<file path="config.mk">
export PLATFORM = sky130hd
export DESIGN_NAME = touch_sample_average_calibrate
export DESIGN_NICKNAME = d
export VERILOG_FILES = /design/src/hdl/tsac_pkg.sv /design/src/hdl/tsac_front.sv /design/src/hdl/tsac_queue.sv /design/src/hdl/tsac_div.sv /design/src/hdl/tsac_back.sv /design/src/hdl/touch_sample_average_calibrate.sv
export SDC_FILE = /design/constraint.sdc
export NUM_CORES = 2
export LEC_CHECK = 0
export BUFFER_PORTS_ARGS = -buffer_cell sky130_fd_sc_hd__buf_4
export CAP_MARGIN = 40
export CORE_ASPECT_RATIO = 2
export CORE_MARGIN = 2
export CORE_UTILIZATION = 60
export DETAILED_ROUTE_END_ITERATION = 8
export GPL_TIMING_DRIVEN = 0
export HOLD_SLACK_MARGIN = 0.15
export PLACE_DENSITY = 0.76
export SYNTH_ARGS = -nofsm -noshare
export SYNTH_HDL_FRONTEND = slang
export SYNTH_SLANG_ARGS = --single-unit
</file>
<file path="constraint.sdc">
create_clock -name clk -period 8.8 [get_ports clk]
set_clock_uncertainty 0.1 [all_clocks]
set_input_delay 1.32 -clock clk [delete_from_list [all_inputs] [get_ports clk]]
set_output_delay 1.32 -clock clk [all_outputs]
set_load 0.01 [all_outputs]
</file>
<file path="src/hdl/tsac_pkg.sv">
package tsac_pkg;

    // Field widths fixed by the sample, register and point formats.
    localparam int SAMPLE_W    = 13;
    localparam int SUM_W       = 21;
    localparam int COUNT_W     = 8;
    localparam int ATTEMPT_W   = 9;
    localparam int SIZE_W      = 12;
    localparam int POINT_W     = 26;

    // Serial divider: dividend and divisor widths.
    localparam int DVD_W       = 25;
    localparam int DVS_W       = 13;

    // Queue between the accumulator and the calibration engine.
    localparam int QUEUE_DEPTH = 2;
    localparam int QUEUE_AW    = 1;

    typedef enum logic [2:0] {
        CFG_PRECISION     = 3'd0,
        CFG_SCREEN_WIDTH  = 3'd1,
        CFG_SCREEN_HEIGHT = 3'd2,
        CFG_ROTATION      = 3'd3,
        CFG_CAL_LEFT      = 3'd4,
        CFG_CAL_TOP       = 3'd5,
        CFG_CAL_RIGHT     = 3'd6,
        CFG_CAL_BOTTOM    = 3'd7
    } cfg_index_t;

    typedef enum logic [1:0] {
        ROT_0   = 2'd0,
        ROT_90  = 2'd1,
        ROT_180 = 2'd2,
        ROT_270 = 2'd3
    } rotation_t;

    // One finished reading handed from the accumulator to the engine.
    typedef struct packed {
        logic [SUM_W-1:0]   x_sum;
        logic [SUM_W-1:0]   y_sum;
        logic [COUNT_W-1:0] count;
        logic               touched;
    } job_t;

    typedef struct packed {
        logic [COUNT_W-1:0]  precision;
        logic [SIZE_W-1:0]   screen_width;
        logic [SIZE_W-1:0]   screen_height;
        rotation_t           rotation;
        logic [SAMPLE_W-1:0] cal_left;
        logic [SAMPLE_W-1:0] cal_top;
        logic [SAMPLE_W-1:0] cal_right;
        logic [SAMPLE_W-1:0] cal_bottom;
    } cfg_t;

    // Queue handshake towards the engine.
    typedef struct packed {
        logic not_full;
        logic not_empty;
    } q_status_t;

endpackage

</file>
<file path="src/hdl/tsac_front.sv">
module tsac_front
    import tsac_pkg::*;
#(
    parameter int MAX_PRECISION = 255
)
(
    input  logic                clk,
    input  logic                rst_n,
    input  logic                in_valid,
    output logic                in_ready,
    input  logic [SAMPLE_W-1:0] sample_x,
    input  logic [SAMPLE_W-1:0] sample_y,
    input  logic [COUNT_W-1:0]  precision,
    input  q_status_t           q_status,
    output logic                q_push,
    output job_t                q_job
);

    localparam logic [9:0] MaxPrec = MAX_PRECISION[9:0];

    logic [SUM_W-1:0]     x_sum_reg, x_sum_next;
    logic [SUM_W-1:0]     y_sum_reg, y_sum_next;
    logic [COUNT_W-1:0]   valid_count_reg, valid_count_next;
    logic [ATTEMPT_W-1:0] attempt_count_reg, attempt_count_next;

    logic [COUNT_W-1:0]   prec_eff;
    logic [ATTEMPT_W-1:0] attempt_limit;
    logic                 accept;
    logic                 pair_ok;
    logic                 reading_done;

    assign prec_eff      = ({2'b00, precision} > MaxPrec) ? MaxPrec[COUNT_W-1:0] : precision;
    assign attempt_limit = {prec_eff, 1'b0};
    assign in_ready      = q_status.not_full;
    assign accept        = in_valid & q_status.not_full;
    assign pair_ok       = (sample_x != '0) && (sample_y != '0);

    always_comb
    begin
        attempt_count_next = attempt_count_reg + 1'b1;
        x_sum_next         = x_sum_reg;
        y_sum_next         = y_sum_reg;
        valid_count_next   = valid_count_reg;
        if (pair_ok)
        begin
            x_sum_next       = x_sum_reg + SUM_W'(sample_x);
            y_sum_next       = y_sum_reg + SUM_W'(sample_y);
            valid_count_next = valid_count_reg + 1'b1;
        end
        reading_done = (prec_eff == '0) ||
                       !((valid_count_next < prec_eff) && (attempt_count_next < attempt_limit));
    end

    assign q_push        = accept && reading_done;
    assign q_job.x_sum   = x_sum_next;
    assign q_job.y_sum   = y_sum_next;
    assign q_job.count   = valid_count_next;
    assign q_job.touched = (prec_eff != '0) && (valid_count_next != '0);

    always_ff @(posedge clk or negedge rst_n)
    begin
        if (!rst_n)
        begin
            x_sum_reg         <= '0;
            y_sum_reg         <= '0;
            valid_count_reg   <= '0;
            attempt_count_reg <= '0;
        end
        else if (accept)
        begin
            if (reading_done)
            begin
                x_sum_reg         <= '0;
                y_sum_reg         <= '0;
                valid_count_reg   <= '0;
                attempt_count_reg <= '0;
            end
            else
            begin
                x_sum_reg         <= x_sum_next;
                y_sum_reg         <= y_sum_next;
                valid_count_reg   <= valid_count_next;
                attempt_count_reg <= attempt_count_next;
            end
        end
    end

endmodule

</file>
<file path="src/hdl/tsac_queue.sv">
module tsac_queue
    import tsac_pkg::*;
(
    input  logic      clk,
    input  logic      rst_n,
    input  logic      push,
    input  job_t      push_job,
    input  logic      pop,
    output job_t      head_job,
    output q_status_t status
);

    job_t                entry_reg [QUEUE_DEPTH];
    logic [QUEUE_AW-1:0] wr_ptr_reg;
    logic [QUEUE_AW-1:0] rd_ptr_reg;
    logic [QUEUE_AW:0]   fill_reg;
    logic                do_push;
    logic                do_pop;

    assign status.not_full  = (fill_reg < (QUEUE_AW+1)'(QUEUE_DEPTH));
    assign status.not_empty = (fill_reg != '0);
    assign do_push          = push && status.not_full;
    assign do_pop           = pop && status.not_empty;
    assign head_job         = entry_reg[rd_ptr_reg];

    always_ff @(posedge clk)
    begin
        if (do_push)
        begin
            entry_reg[wr_ptr_reg] <= push_job;
        end
    end

    always_ff @(posedge clk or negedge rst_n)
    begin
        if (!rst_n)
        begin
            wr_ptr_reg <= '0;
            rd_ptr_reg <= '0;
            fill_reg   <= '0;
        end
        else
        begin
            if (do_push)
            begin
                wr_ptr_reg <= (wr_ptr_reg == QUEUE_AW'(QUEUE_DEPTH - 1)) ? '0 : wr_ptr_reg + 1'b1;
            end
            if (do_pop)
            begin
                rd_ptr_reg <= (rd_ptr_reg == QUEUE_AW'(QUEUE_DEPTH - 1)) ? '0 : rd_ptr_reg + 1'b1;
            end
            if (do_push && !do_pop)
            begin
                fill_reg <= fill_reg + 1'b1;
            end
            else if (do_pop && !do_push)
            begin
                fill_reg <= fill_reg - 1'b1;
            end
        end
    end

endmodule

</file>
<file path="src/hdl/tsac_div.sv">
module tsac_div
    import tsac_pkg::*;
(
    input  logic             clk,
    input  logic             rst_n,
    input  logic             start,
    input  logic [DVD_W-1:0] dividend,
    input  logic [DVS_W-1:0] divisor,
    output logic             done,
    output logic [DVD_W-1:0] quotient
);

    localparam int StepW = $clog2(DVD_W);

    logic [DVD_W-1:0] dq_reg;
    logic [DVS_W-1:0] rem_reg;
    logic [DVS_W-1:0] dvs_reg;
    logic [StepW-1:0] step_reg;
    logic             busy_reg;
    logic             done_reg;

    logic [DVS_W:0]   trial;
    logic [DVS_W:0]   diff;
    logic             fits;
    logic [DVS_W-1:0] rem_next;

    // Restoring division, one quotient bit per cycle; quotient bits shift in
    // behind the dividend bits as they are consumed.
    assign trial    = {rem_reg, dq_reg[DVD_W-1]};
    assign diff     = trial - {1'b0, dvs_reg};
    assign fits     = (trial >= {1'b0, dvs_reg});
    assign rem_next = fits ? diff[DVS_W-1:0] : trial[DVS_W-1:0];
    assign done     = done_reg;
    assign quotient = dq_reg;

    always_ff @(posedge clk or negedge rst_n)
    begin
        if (!rst_n)
        begin
            dq_reg   <= '0;
            rem_reg  <= '0;
            dvs_reg  <= '0;
            step_reg <= '0;
            busy_reg <= 1'b0;
            done_reg <= 1'b0;
        end
        else
        begin
            done_reg <= 1'b0;
            if (start)
            begin
                dq_reg   <= dividend;
                rem_reg  <= '0;
                dvs_reg  <= divisor;
                step_reg <= StepW'(DVD_W - 1);
                busy_reg <= 1'b1;
            end
            else if (busy_reg)
            begin
                dq_reg   <= {dq_reg[DVD_W-2:0], fits};
                rem_reg  <= rem_next;
                step_reg <= step_reg - 1'b1;
                if (step_reg == '0)
                begin
                    busy_reg <= 1'b0;
                    done_reg <= 1'b1;
                end
            end
        end
    end

endmodule

</file>
<file path="src/hdl/tsac_back.sv">
module tsac_back
    import tsac_pkg::*;
(
    input  logic               clk,
    input  logic               rst_n,
    input  cfg_t               cfg,
    input  q_status_t          q_status,
    input  job_t               q_job,
    output logic               q_pop,
    output logic               out_valid,
    input  logic               out_ready,
    output logic [POINT_W-1:0] point_x,
    output logic [POINT_W-1:0] point_y,
    output logic               touched
);

    localparam int ProdW = SAMPLE_W + SIZE_W + 2;

    typedef enum logic [2:0] {
        S_IDLE,
        S_AVG,
        S_MUL,
        S_SCALE,
        S_EMIT
    } state_t;

    state_t                    state_reg, state_next;
    logic signed [ProdW-1:0]   prod_x_reg, prod_x_next;
    logic signed [ProdW-1:0]   prod_y_reg, prod_y_next;
    logic [POINT_W-1:0]        dx_reg, dx_next;
    logic [POINT_W-1:0]        dy_reg, dy_next;
    logic                      job_touched_reg, job_touched_next;
    logic                      out_valid_reg, out_valid_next;
    logic [POINT_W-1:0]        point_x_reg, point_x_next;
    logic [POINT_W-1:0]        point_y_reg, point_y_next;
    logic                      touched_reg, touched_next;

    logic signed [SAMPLE_W:0]  span_x, span_y;
    logic [SAMPLE_W:0]         span_x_abs, span_y_abs;
    logic signed [SAMPLE_W:0]  off_x, off_y;
    logic signed [ProdW-1:0]   prod_x, prod_y;
    logic [ProdW-1:0]          mag_x, mag_y;
    logic                      neg_x, neg_y;
    logic [POINT_W-1:0]        quot_x_ext, quot_y_ext;
    logic [POINT_W-1:0]        scaled_x, scaled_y;
    logic [POINT_W-1:0]        dw_ext, dh_ext;
    logic [POINT_W-1:0]        rot_x, rot_y;

    logic                      avg_start, scale_start;
    logic                      div_x_start, div_y_start;
    logic [DVD_W-1:0]          div_x_dividend, div_y_dividend;
    logic [DVS_W-1:0]          div_x_divisor, div_y_divisor;
    logic                      div_x_done, div_y_done;
    logic [DVD_W-1:0]          div_x_quot, div_y_quot;

    // Calibration spans and their magnitudes.
    assign span_x     = $signed({1'b0, cfg.cal_right}) - $signed({1'b0, cfg.cal_left});
    assign span_y     = $signed({1'b0, cfg.cal_bottom}) - $signed({1'b0, cfg.cal_top});
    assign span_x_abs = span_x[SAMPLE_W] ? -span_x : span_x;
    assign span_y_abs = span_y[SAMPLE_W] ? -span_y : span_y;

    // Averages are offset by the calibration origin and scaled to pixels.
    assign off_x  = $signed({1'b0, div_x_quot[SAMPLE_W-1:0]}) - $signed({1'b0, cfg.cal_left});
    assign off_y  = $signed({1'b0, div_y_quot[SAMPLE_W-1:0]}) - $signed({1'b0, cfg.cal_top});
    assign prod_x = off_x * $signed({1'b0, cfg.screen_width});
    assign prod_y = off_y * $signed({1'b0, cfg.screen_height});

    assign mag_x  = prod_x_reg[ProdW-1] ? -prod_x_reg : prod_x_reg;
    assign mag_y  = prod_y_reg[ProdW-1] ? -prod_y_reg : prod_y_reg;
    assign neg_x  = prod_x_reg[ProdW-1] ^ span_x[SAMPLE_W];
    assign neg_y  = prod_y_reg[ProdW-1] ^ span_y[SAMPLE_W];

    assign quot_x_ext = {1'b0, div_x_quot};
    assign quot_y_ext = {1'b0, div_y_quot};
    assign scaled_x   = (span_x == '0) ? '0 : (neg_x ? -quot_x_ext : quot_x_ext);
    assign scaled_y   = (span_y == '0) ? '0 : (neg_y ? -quot_y_ext : quot_y_ext);

    assign dw_ext = POINT_W'(cfg.screen_width);
    assign dh_ext = POINT_W'(cfg.screen_height);

    always_comb
    begin
        case (cfg.rotation)
            ROT_0:
            begin
                rot_x = dx_reg;
                rot_y = dy_reg;
            end
            ROT_90:
            begin
                rot_x = dy_reg;
                rot_y = dw_ext - dx_reg;
            end
            ROT_180:
            begin
                rot_x = dw_ext - dx_reg;
                rot_y = dh_ext - dy_reg;
            end
            default:
            begin
                rot_x = dh_ext - dy_reg;
                rot_y = dx_reg;
            end
        endcase
    end

    // Both lanes share one sequence: averaging division, then scaling division.
    assign q_pop       = (state_reg == S_IDLE) && q_status.not_empty;
    assign avg_start   = q_pop && q_job.touched;
    assign scale_start = (state_reg == S_MUL);
    assign div_x_start = avg_start | scale_start;
    assign div_y_start = avg_start | scale_start;

    assign div_x_dividend = avg_start ? DVD_W'(q_job.x_sum) : mag_x[DVD_W-1:0];
    assign div_y_dividend = avg_start ? DVD_W'(q_job.y_sum) : mag_y[DVD_W-1:0];
    assign div_x_divisor  = avg_start ? DVS_W'(q_job.count) : span_x_abs[DVS_W-1:0];
    assign div_y_divisor  = avg_start ? DVS_W'(q_job.count) : span_y_abs[DVS_W-1:0];

    tsac_div u_div_x
    (
        .clk      (clk),
        .rst_n    (rst_n),
        .start    (div_x_start),
        .dividend (div_x_dividend),
        .divisor  (div_x_divisor),
        .done     (div_x_done),
        .quotient (div_x_quot)
    );

    tsac_div u_div_y
    (
        .clk      (clk),
        .rst_n    (rst_n),
        .start    (div_y_start),
        .dividend (div_y_dividend),
        .divisor  (div_y_divisor),
        .done     (div_y_done),
        .quotient (div_y_quot)
    );

    always_comb
    begin
        state_next       = state_reg;
        prod_x_next      = prod_x_reg;
        prod_y_next      = prod_y_reg;
        dx_next          = dx_reg;
        dy_next          = dy_reg;
        job_touched_next = job_touched_reg;
        out_valid_next   = out_valid_reg;
        point_x_next     = point_x_reg;
        point_y_next     = point_y_reg;
        touched_next     = touched_reg;

        if (out_valid_reg && out_ready)
        begin
            out_valid_next = 1'b0;
        end

        case (state_reg)
            S_IDLE:
            begin
                if (q_pop)
                begin
                    job_touched_next = q_job.touched;
                    state_next       = q_job.touched ? S_AVG : S_EMIT;
                end
            end
            S_AVG:
            begin
                if (div_x_done)
                begin
                    prod_x_next = prod_x;
                    prod_y_next = prod_y;
                    state_next  = S_MUL;
                end
            end
            S_MUL:
            begin
                state_next = S_SCALE;
            end
            S_SCALE:
            begin
                if (div_x_done)
                begin
                    dx_next    = scaled_x;
                    dy_next    = scaled_y;
                    state_next = S_EMIT;
                end
            end
            S_EMIT:
            begin
                if (!out_valid_reg || out_ready)
                begin
                    out_valid_next = 1'b1;
                    point_x_next   = job_touched_reg ? rot_x : '0;
                    point_y_next   = job_touched_reg ? rot_y : '0;
                    touched_next   = job_touched_reg;
                    state_next     = S_IDLE;
                end
            end
            default:
            begin
                state_next = S_IDLE;
            end
        endcase
    end

    always_ff @(posedge clk or negedge rst_n)
    begin
        if (!rst_n)
        begin
            state_reg       <= S_IDLE;
            prod_x_reg      <= '0;
            prod_y_reg      <= '0;
            dx_reg          <= '0;
            dy_reg          <= '0;
            job_touched_reg <= 1'b0;
            out_valid_reg   <= 1'b0;
            point_x_reg     <= '0;
            point_y_reg     <= '0;
            touched_reg     <= 1'b0;
        end
        else
        begin
            state_reg       <= state_next;
            prod_x_reg      <= prod_x_next;
            prod_y_reg      <= prod_y_next;
            dx_reg          <= dx_next;
            dy_reg          <= dy_next;
            job_touched_reg <= job_touched_next;
            out_valid_reg   <= out_valid_next;
            point_x_reg     <= point_x_next;
            point_y_reg     <= point_y_next;
            touched_reg     <= touched_next;
        end
    end

    assign out_valid = out_valid_reg;
    assign point_x   = point_x_reg;
    assign point_y   = point_y_reg;
    assign touched   = touched_reg;

`ifndef NO_ASSERTIONS
    a_lanes_lockstep: assert property (@(posedge clk) disable iff (!rst_n)
        div_x_done == div_y_done)
        else $error("x and y dividers out of step");

    a_untouched_zero: assert property (@(posedge clk) disable iff (!rst_n)
        (out_valid_reg && !touched_reg) |-> (point_x_reg == '0 && point_y_reg == '0))
        else $error("untouched point carries non-zero coordinates");

    a_emit_waits: assert property (@(posedge clk) disable iff (!rst_n)
        (state_reg == S_EMIT && out_valid_reg && !out_ready) |=> (state_reg == S_EMIT))
        else $error("engine left emit while the output register was still full");

    a_done_only_when_working: assert property (@(posedge clk) disable iff (!rst_n)
        div_x_done |-> (state_reg == S_AVG || state_reg == S_SCALE))
        else $error("divider finished outside a division state");
`endif

endmodule

</file>
<file path="src/hdl/touch_sample_average_calibrate.sv">
// Touch sample averaging and calibration.
//
// Raw touch conversion pairs arrive as requests on the s_axis channel. A pair
// with either value zero is ignored but still counts as an attempt. Once the
// programmed number of valid pairs has been collected, or twice that number of
// pairs has been seen, one point leaves on the m_axis channel: the averaged
// raw position, offset by the calibration origin, scaled to the display size
// with division truncating towards zero and rotated in steps of 90 degrees.
// tuser flags whether any valid pair went into the point; an untouched point
// is (0,0). A precision of zero turns every request into an untouched point.
//
// The accumulator takes one request per cycle while its two-entry queue has
// room. The calibration engine runs two serial dividers (x and y) one bit per
// cycle, once for the average and once for the scaling; untouched points skip
// both divisions. The engine works on one reading at a time and takes the next
// from the queue only once the previous point is in the output register.
// If the receiver stalls, the finished point waits in the output register and
// the queue fills before s_axis_tready drops. Reset clears the accumulators
// and queue and loads the register defaults. The cfg channel always accepts
// and is to be written only while no reading is in flight.
module touch_sample_average_calibrate
    import tsac_pkg::*;
#(
    parameter int MAX_PRECISION = 255
)
(
    input  logic        clk,
    input  logic        rst_n,

    // Sample requests.
    input  logic        s_axis_tvalid,
    output logic        s_axis_tready,
    input  logic [31:0] s_axis_tdata,   // [12:0] sample_x, [25:13] sample_y, [31:26] zero

    // Calibrated points.
    output logic        m_axis_tvalid,
    input  logic        m_axis_tready,
    output logic [55:0] m_axis_tdata,   // [25:0] point_x, [51:26] point_y, [55:52] zero
    output logic        m_axis_tuser,   // [0] touched

    // Register writes.
    input  logic        cfg_valid,
    output logic        cfg_ready,
    input  logic [2:0]  cfg_index,
    input  logic [12:0] cfg_data
);

    cfg_t               cfg_reg;
    q_status_t          q_status;
    logic               q_push;
    logic               q_pop;
    job_t               push_job;
    job_t               head_job;
    logic [POINT_W-1:0] point_x;
    logic [POINT_W-1:0] point_y;

    // Register file: every write lands at once; the index space is full.
    assign cfg_ready = 1'b1;

    always_ff @(posedge clk or negedge rst_n)
    begin
        if (!rst_n)
        begin
            cfg_reg.precision     <= COUNT_W'(10);
            cfg_reg.screen_width  <= SIZE_W'(320);
            cfg_reg.screen_height <= SIZE_W'(240);
            cfg_reg.rotation      <= ROT_0;
            cfg_reg.cal_left      <= '0;
            cfg_reg.cal_top       <= '0;
            cfg_reg.cal_right     <= '1;
            cfg_reg.cal_bottom    <= '1;
        end
        else if (cfg_valid)
        begin
            case (cfg_index_t'(cfg_index))
                CFG_PRECISION:     cfg_reg.precision     <= cfg_data[COUNT_W-1:0];
                CFG_SCREEN_WIDTH:  cfg_reg.screen_width  <= cfg_data[SIZE_W-1:0];
                CFG_SCREEN_HEIGHT: cfg_reg.screen_height <= cfg_data[SIZE_W-1:0];
                CFG_ROTATION:      cfg_reg.rotation      <= rotation_t'(cfg_data[1:0]);
                CFG_CAL_LEFT:      cfg_reg.cal_left      <= cfg_data;
                CFG_CAL_TOP:       cfg_reg.cal_top       <= cfg_data;
                CFG_CAL_RIGHT:     cfg_reg.cal_right     <= cfg_data;
                CFG_CAL_BOTTOM:    cfg_reg.cal_bottom    <= cfg_data;
                default:           cfg_reg.precision     <= cfg_reg.precision;
            endcase
        end
    end

    // Front: accumulates pairs and hands each finished reading to the queue.
    tsac_front #(
        .MAX_PRECISION (MAX_PRECISION)
    ) u_front
    (
        .clk       (clk),
        .rst_n     (rst_n),
        .in_valid  (s_axis_tvalid),
        .in_ready  (s_axis_tready),
        .sample_x  (s_axis_tdata[12:0]),
        .sample_y  (s_axis_tdata[25:13]),
        .precision (cfg_reg.precision),
        .q_status  (q_status),
        .q_push    (q_push),
        .q_job     (push_job)
    );

    tsac_queue u_queue
    (
        .clk      (clk),
        .rst_n    (rst_n),
        .push     (q_push),
        .push_job (push_job),
        .pop      (q_pop),
        .head_job (head_job),
        .status   (q_status)
    );

    // Back: averages, calibrates, scales and rotates one reading at a time.
    tsac_back u_back
    (
        .clk       (clk),
        .rst_n     (rst_n),
        .cfg       (cfg_reg),
        .q_status  (q_status),
        .q_job     (head_job),
        .q_pop     (q_pop),
        .out_valid (m_axis_tvalid),
        .out_ready (m_axis_tready),
        .point_x   (point_x),
        .point_y   (point_y),
        .touched   (m_axis_tuser)
    );

    assign m_axis_tdata = {4'b0000, point_y, point_x};

endmodule

</file>
== After elaboration in Yosys (flattened, before gate mapping) ==
Memories as Yosys holds them, arrays and structs flattened.
Index checks and enable logic that the tools add are counted.
W data, S select, Z words.

* Add/subtract/negate cells: 24
* Multipliers: 2
* $lt $le $gt $ge: 5
* Eq/ne operators: 17
* Muxes and demuxes: 61
* Bitwise logic cells: 4
* Reduce and logical (&&, ||, !) cells: 46

{| class="wikitable"
|+ Operator list
! kind !! number
|-
| $mux W25 || 8
|-
| $mux W26 || 6
|-
| $pmux W26 S3 || 2
|-
| $mux W13 || 10
|-
| $mux W21 || 4
|-
| $sub A13 B13 Y14 || 4
|-
| $mul A14 B13 Y27 || 2
|-
| $neg A25 Y26 || 2
|-
| $sub A12 B26 Y26 || 2
|-
| $neg A25 Y25 || 2
|-
| $add A21 B13 Y21 || 2
|-
| $ge A14 B13 Y1 || 2
|-
| $logic_not A14 Y1 || 2
|-
| $neg A13 Y13 || 2
|-
| $reduce_bool A13 Y1 || 2
|-
| $sub A13 B13 Y13 || 2
|-
| $reduce_and A2 Y1 || 12
|-
| $mux W5 || 4
|-
| $mux W1 || 16
|-
| $mux W8 || 2
|-
| $reduce_bool A8 Y1 || 2
|-
| $eq A3 B3 Y1 const B || 5
|-
| $mux W3 || 5
|-
| $pmux W3 S5 || 1
|-
| other kinds (29) || 58
|}

* Register bits after elaboration: 428
* Bits in writable memories: 102
* Input bits: 53
* Output and inout bits: 60
* Word-level logic and storage cells: 196
* Memories kept: 1

{| class="wikitable"
|+ Memory list
! memory !! depth !! bits a word !! read ports !! clocked after memory_dff !! write ports !! line !! source
|-
| u_queue.entry_reg || 2 || 51 || 1 || 0 || 1 || tsac_queue.sv:13 || <nowiki>job_t entry_reg [QUEUE_DEPTH];</nowiki>
|}

== Longest topological paths before layout ==
* Depth after elaboration: 13
* Mapped depth: 31
* Depth with buffers taken out: 30

== By module ==
Synthesis repeated with hierarchy kept, for this count alone.

* Cell total of the unflattened synthesis: 5,033
* Area, all modules: 46,932.5 um^2

{| class="wikitable"
|+ Modules (own cells, without submodules)
! module !! instances !! cells each !! area each (um^2) !! sequential area each (um^2)
|-
| tsac_back || 1 || 3,353 || 27,968.1 || 4,053.9
|-
| tsac_div || 2 || 357 || 3,310.7 || 1,451.4
|-
| tsac_front || 1 || 595 || 4,875.9 || 1,476.4
|-
| tsac_queue || 1 || 176 || 4,125.2 || 3,163.0
|-
| touch_sample_average_calibrate || 1 || 195 || 3,342.0 || 2,194.6
|}

== Worst setup path after synthesis ==
Ideal clock, no wire load.

* Kind: input-to-reg
* Start point: in s_axis_tdata[2]
* End point: mem u_queue.entry_reg[0][0] in the netlist's numbering, enable pin
* Data arrival time: 7,720 ps
* Setup slack: 458 ps
* Stages: 18
* Cell sequence: nor3_1 and4_1 nor2_1 and3_1 and3_1 nand4_1 xor2_1 inv_1 ha_1 and4_1 and3_1 nand2_1 a31oi_1 a211oi_1 and2_1 clkbuf_1 clkbuf_1 nor3_1

{| class="wikitable"
|+ RTL lines
! element !! line !! source
|-
| from (decl) || touch_sample_average_calibrate.sv:33 || <nowiki>input logic [31:0] s_axis_tdata,</nowiki>
|-
| to (decl) || tsac_queue.sv:13 ||
|}

== Final worst setup path ==
* Start point: reg u_back.u_div_x.dq_reg[0], in the netlist u_back.u_div_x.quotient[0]
* End point: reg u_back.prod_x_reg[26]

* Cells in the longest elaborated chain, start to end: 2

{| class="wikitable"
|+ Ends and longest elaborated chain
! element !! line !! source
|-
| from (decl) || tsac_div.sv:15 || <nowiki>logic [DVD_W-1:0] dq_reg;</nowiki>
|-
| from (signal assigned) || tsac_div.sv:52 || <nowiki>dq_reg <= dividend;</nowiki>
|-
| from (signal assigned) || tsac_div.sv:60 || <nowiki>dq_reg <= {dq_reg[DVD_W-2:0], fits};</nowiki>
|-
| $sub A13 B13 Y14 || tsac_back.sv:63 || <nowiki>assign off_x = $signed({1'b0, div_x_quot[SAMPLE_W-1:0]}) - $signed({1'b0, cfg.cal_left});</nowiki>
|-
| $mul A14 B13 Y27 || tsac_back.sv:65 || <nowiki>assign prod_x = off_x * $signed({1'b0, cfg.screen_width});</nowiki>
|-
| to (signal assigned) || tsac_back.sv:226 || <nowiki>prod_x_reg <= prod_x_next;</nowiki>
|-
| to (decl) || tsac_back.sv:28 || <nowiki>logic signed [ProdW-1:0] prod_x_reg, prod_x_next;</nowiki>
|}

No other way between the ends.
A chain may end at the register's enable or synchronous reset.

==> results by group <==
Worst setup path
  – R2R cell count: 30
  – Crit path required time: 9210 ps
  – Crit-path max FO: 10
  – CP max stage delay: 610 ps
  – Crit end category: register
  – Worst Setup Path Type: reg -> reg
  – CP delay by family, top: adder cells
  – CP max stage cell: fa_1
  – Most used cell, CP: fa_1
  – WP data arrival: 8980 ps
  – Crit. path cell count: 30
  – WP buf/inv: 6
  – Crit path launch type: register

Timing
  – Final setup margin: 232 ps
  – Slew HR: 34.8%
  – Final min period: approximately 8600 ps
  – Final Setup Violations: 0
  – Worst Tran Pin Value: between 900 and 1000 ps
  – Fin crit share: 97.4%
  – Max frequency: 117 MHz
  – Number of max-slew violations in the final report: 0
  – Final Hold Viols: 0

Layout
  – Max reg flops: 102
  – Fillers: ~6,400
  – Final nets: 5,814
  – Layout area overhead: 9.48%
  – Share of cells above drive strength 1: 7.45%

Route
  – WL per Instance: 24.7 um
  – Initial DRC Count: 2,890
  – Via density: 6.26
  – Antenna Nets Post-Route: 0
  – DRC violations left: 0
  – First-pass DRT Iterations: 8
  – Vias: 38,900
  – Drt total wl: about 150 mm

Yosys
  – Post-synth EDFFs: a little over 100
  – Synth area leaders: dfrtp_1 22%, fa_1 14%, ha_1 7.7%
  – Netlist cell types: 88
  – Synth top cells by count: 619 x inv_1, 564 x nand2_1, 392 x dfrtp_1, 326 x fa_1, 283 x o21ai_0
  – Area of the mapped netlist: 0.0454 mm^2
  – Top-count cell post-synth: inv_1
  – Area leader, netlist: dfrtp_1
  – Ys flop type: dfrtp_1
  – Yosys warns: 0
  – Synth top area share: 21.6%
  – Seq cells post-synth: 528
  – Cells after Synth: 4,971
  – FFs w/ async S/R, synth: 80.7%
  – Seq/Total Area, Yosys: 30.3%
  – Mean Syn Cell Area: 9.13 um^2

Placed design
  – Port bufs: about 100
  – GPL Wtd Cong: 1.10
  – Dpl hpwl: about 120 mm
  – Setup slack after placement: -295 ps

Global routing
  – First-pass GRT wire length: 233 mm
  – Initial antenna violation count: 11
  – Largest net degree at the start of global routing: roughly 130
  – Via count of the first global-routing pass: 39,400
  – Total gr overflow: 0
  – GRT Total Usage: 40.6%

Floorplanning
  – FP Rows: 142
  – Die area: 0.0780 mm^2
  – CORE AREA: 0.0750 mm^2
  – Die H: between 300 and 400 um
  – Die width: 199 um
  – Initial Util: 60.6%
  – Top Ports: 113

Min path
  – Worst hold path type: reg -> reg
  – Min-Delay Path Depth: 2

Run
  – Max-Cap Viols: 0

Clock tree
  – H-tree Lvls: 2
  – Clock-pin slew on the worst setup and hold paths: ~70 ps
  – Clock Latency Late Sink: about 650 ps
  – TritonCTS clock tree: yes
  – TritonCTS buffer count: 48
  – CTS Sinks: 528
  – Clk root buf: clkbuf_16
  – Clk buf depth: 3

Outcome
  – Status: finished clean
[routing by layer]
metal  GRT usage, %  wire, um
met5              0        39
met4           40.6     18800
met3           8.80      9930
met2           68.6     75500
met1           40.2     49200
[layout by cell type, fill, tap and decap left out, types with 23 or more instances in the layout]
cell type / netlist / final
and3_1: 42 / 41
clkbuf_1: 194 / 191
nor2_1: 241 / 241
xor2_1: 163 / 163
a21o_1: 77 / 77
nand3_1: 58 / 58
o211ai_1: 23 / 23
o21ai_0: 283 / 283
edfxtp_1: 102 / 102
buf_1: 26 / 26
buf_4: 9 / 123
o21a_1: 23 / 23
inv_1: 619 / 616
a211oi_1: 74 / 69
and2_1: 152 / 152
nand2_1: 564 / 563
a211o_1: 33 / 33
xnor2_1: 154 / 151
clkbuf_16: 0 / 48
ha_1: 281 / 281
or3_1: 50 / 50
o31ai_1: 54 / 52
a21oi_1: 209 / 208
nor2b_1: 28 / 28
nor4_1: 23 / 23
o21ai_1: 75 / 75
mux2_2: 53 / 53
nand2b_1: 34 / 34
fa_1: 326 / 325
a22o_1: 25 / 25
mux2i_1: 117 / 117
dfrtp_1: 392 / 391
o22ai_1: 41 / 41
nor3_1: 94 / 91
dfstp_2: 34 / 34
[logic make-up (layout without fill, tap and decap cells)]
logic type	Yosys count	in the layout	share of synthesized area (%)
flip-flops	528	528	30.3
AND/OR/NAND/NOR	1390	1390	14.6
XOR/XNOR	317	317	6.11
adder cells (fa/ha/maj)	607	607	22.1
other	2	16	0.0165
AO/OA/AOI/OAI	1094	1094	15.4
buffers and inverters	857	1077	7.18
multiplexers	176	176	4.19
[through the flow]
step	setup TNS [ps]	util, %	instances	cell area (um^2)	hold WS (ps)
final	0	66.3	6213	49700	388
after global placement	-118570	63.3	6083	47400	368
after detailed placement	-295	63.6	6101	47700	374
after global routing	-51.4	66.3	6206	49700	402
after floorplan	0	-	4974	45400	356
after CTS	-3.36	65.9	6191	49400	393
[final cells by class]
type	instances	area (um^2)	share of cell area, %
Tap cell	1008	1260	2.54
Inverter	620	2340	4.70
Clock inverter	25	389	0.783
Antenna cell	11	27.5	0.0554
Timing Repair Buffer	130	1100	2.20
Clock buffer	65	1360	2.73
Sequential cell	528	13800	27.7
Buffer	237	952	1.92
Multi-Input combinational cell	3589	28500	57.4
[path summary, 6_finish.rpt]
| kind | from | to | slack, ps |
|---|---|---|---|
| setup / recovery | u_back.u_div_x.quotient[0]$_DFFE_PN0P_ | u_back.prod_x_reg[26]$_DFFE_PN0P_ | 230 |
| hold / removal | u_back.touched$_DFFE_PN0P_ | u_back.touched$_DFFE_PN0P_ | 390 |
| setup reg to reg | u_back.u_div_x.quotient[0]$_DFFE_PN0P_ | u_back.prod_x_reg[26]$_DFFE_PN0P_ | 230 |
| hold reg to reg | u_back.touched$_DFFE_PN0P_ | u_back.touched$_DFFE_PN0P_ | 390 |
| max in group asynchronous | rst_n | u_back.point_y[10]$_DFFE_PN0P_ | 6260 |
| min in group asynchronous | rst_n | cfg_reg[30]$_DFFE_PN0P_ | 610 |
[repair_timing]
item / CTS / global route
pin swaps: 0 / 3
hold buffers: 0 / 0
endpoints found under the hold margin: 0 / 0
setup buffers: 0 / 2
gates resized for setup: 5 / 48
setup endpoints to repair: 3 / 10
[tightest hold or removal path, stage by stage (launching register included)]
cell	delay, ps
dfrtp_1	350
nand2_1	50
nand2_1	60
Power is not shown: default switching activity piles up to over one toggle a cycle in this logic, so the estimate is an artifact.
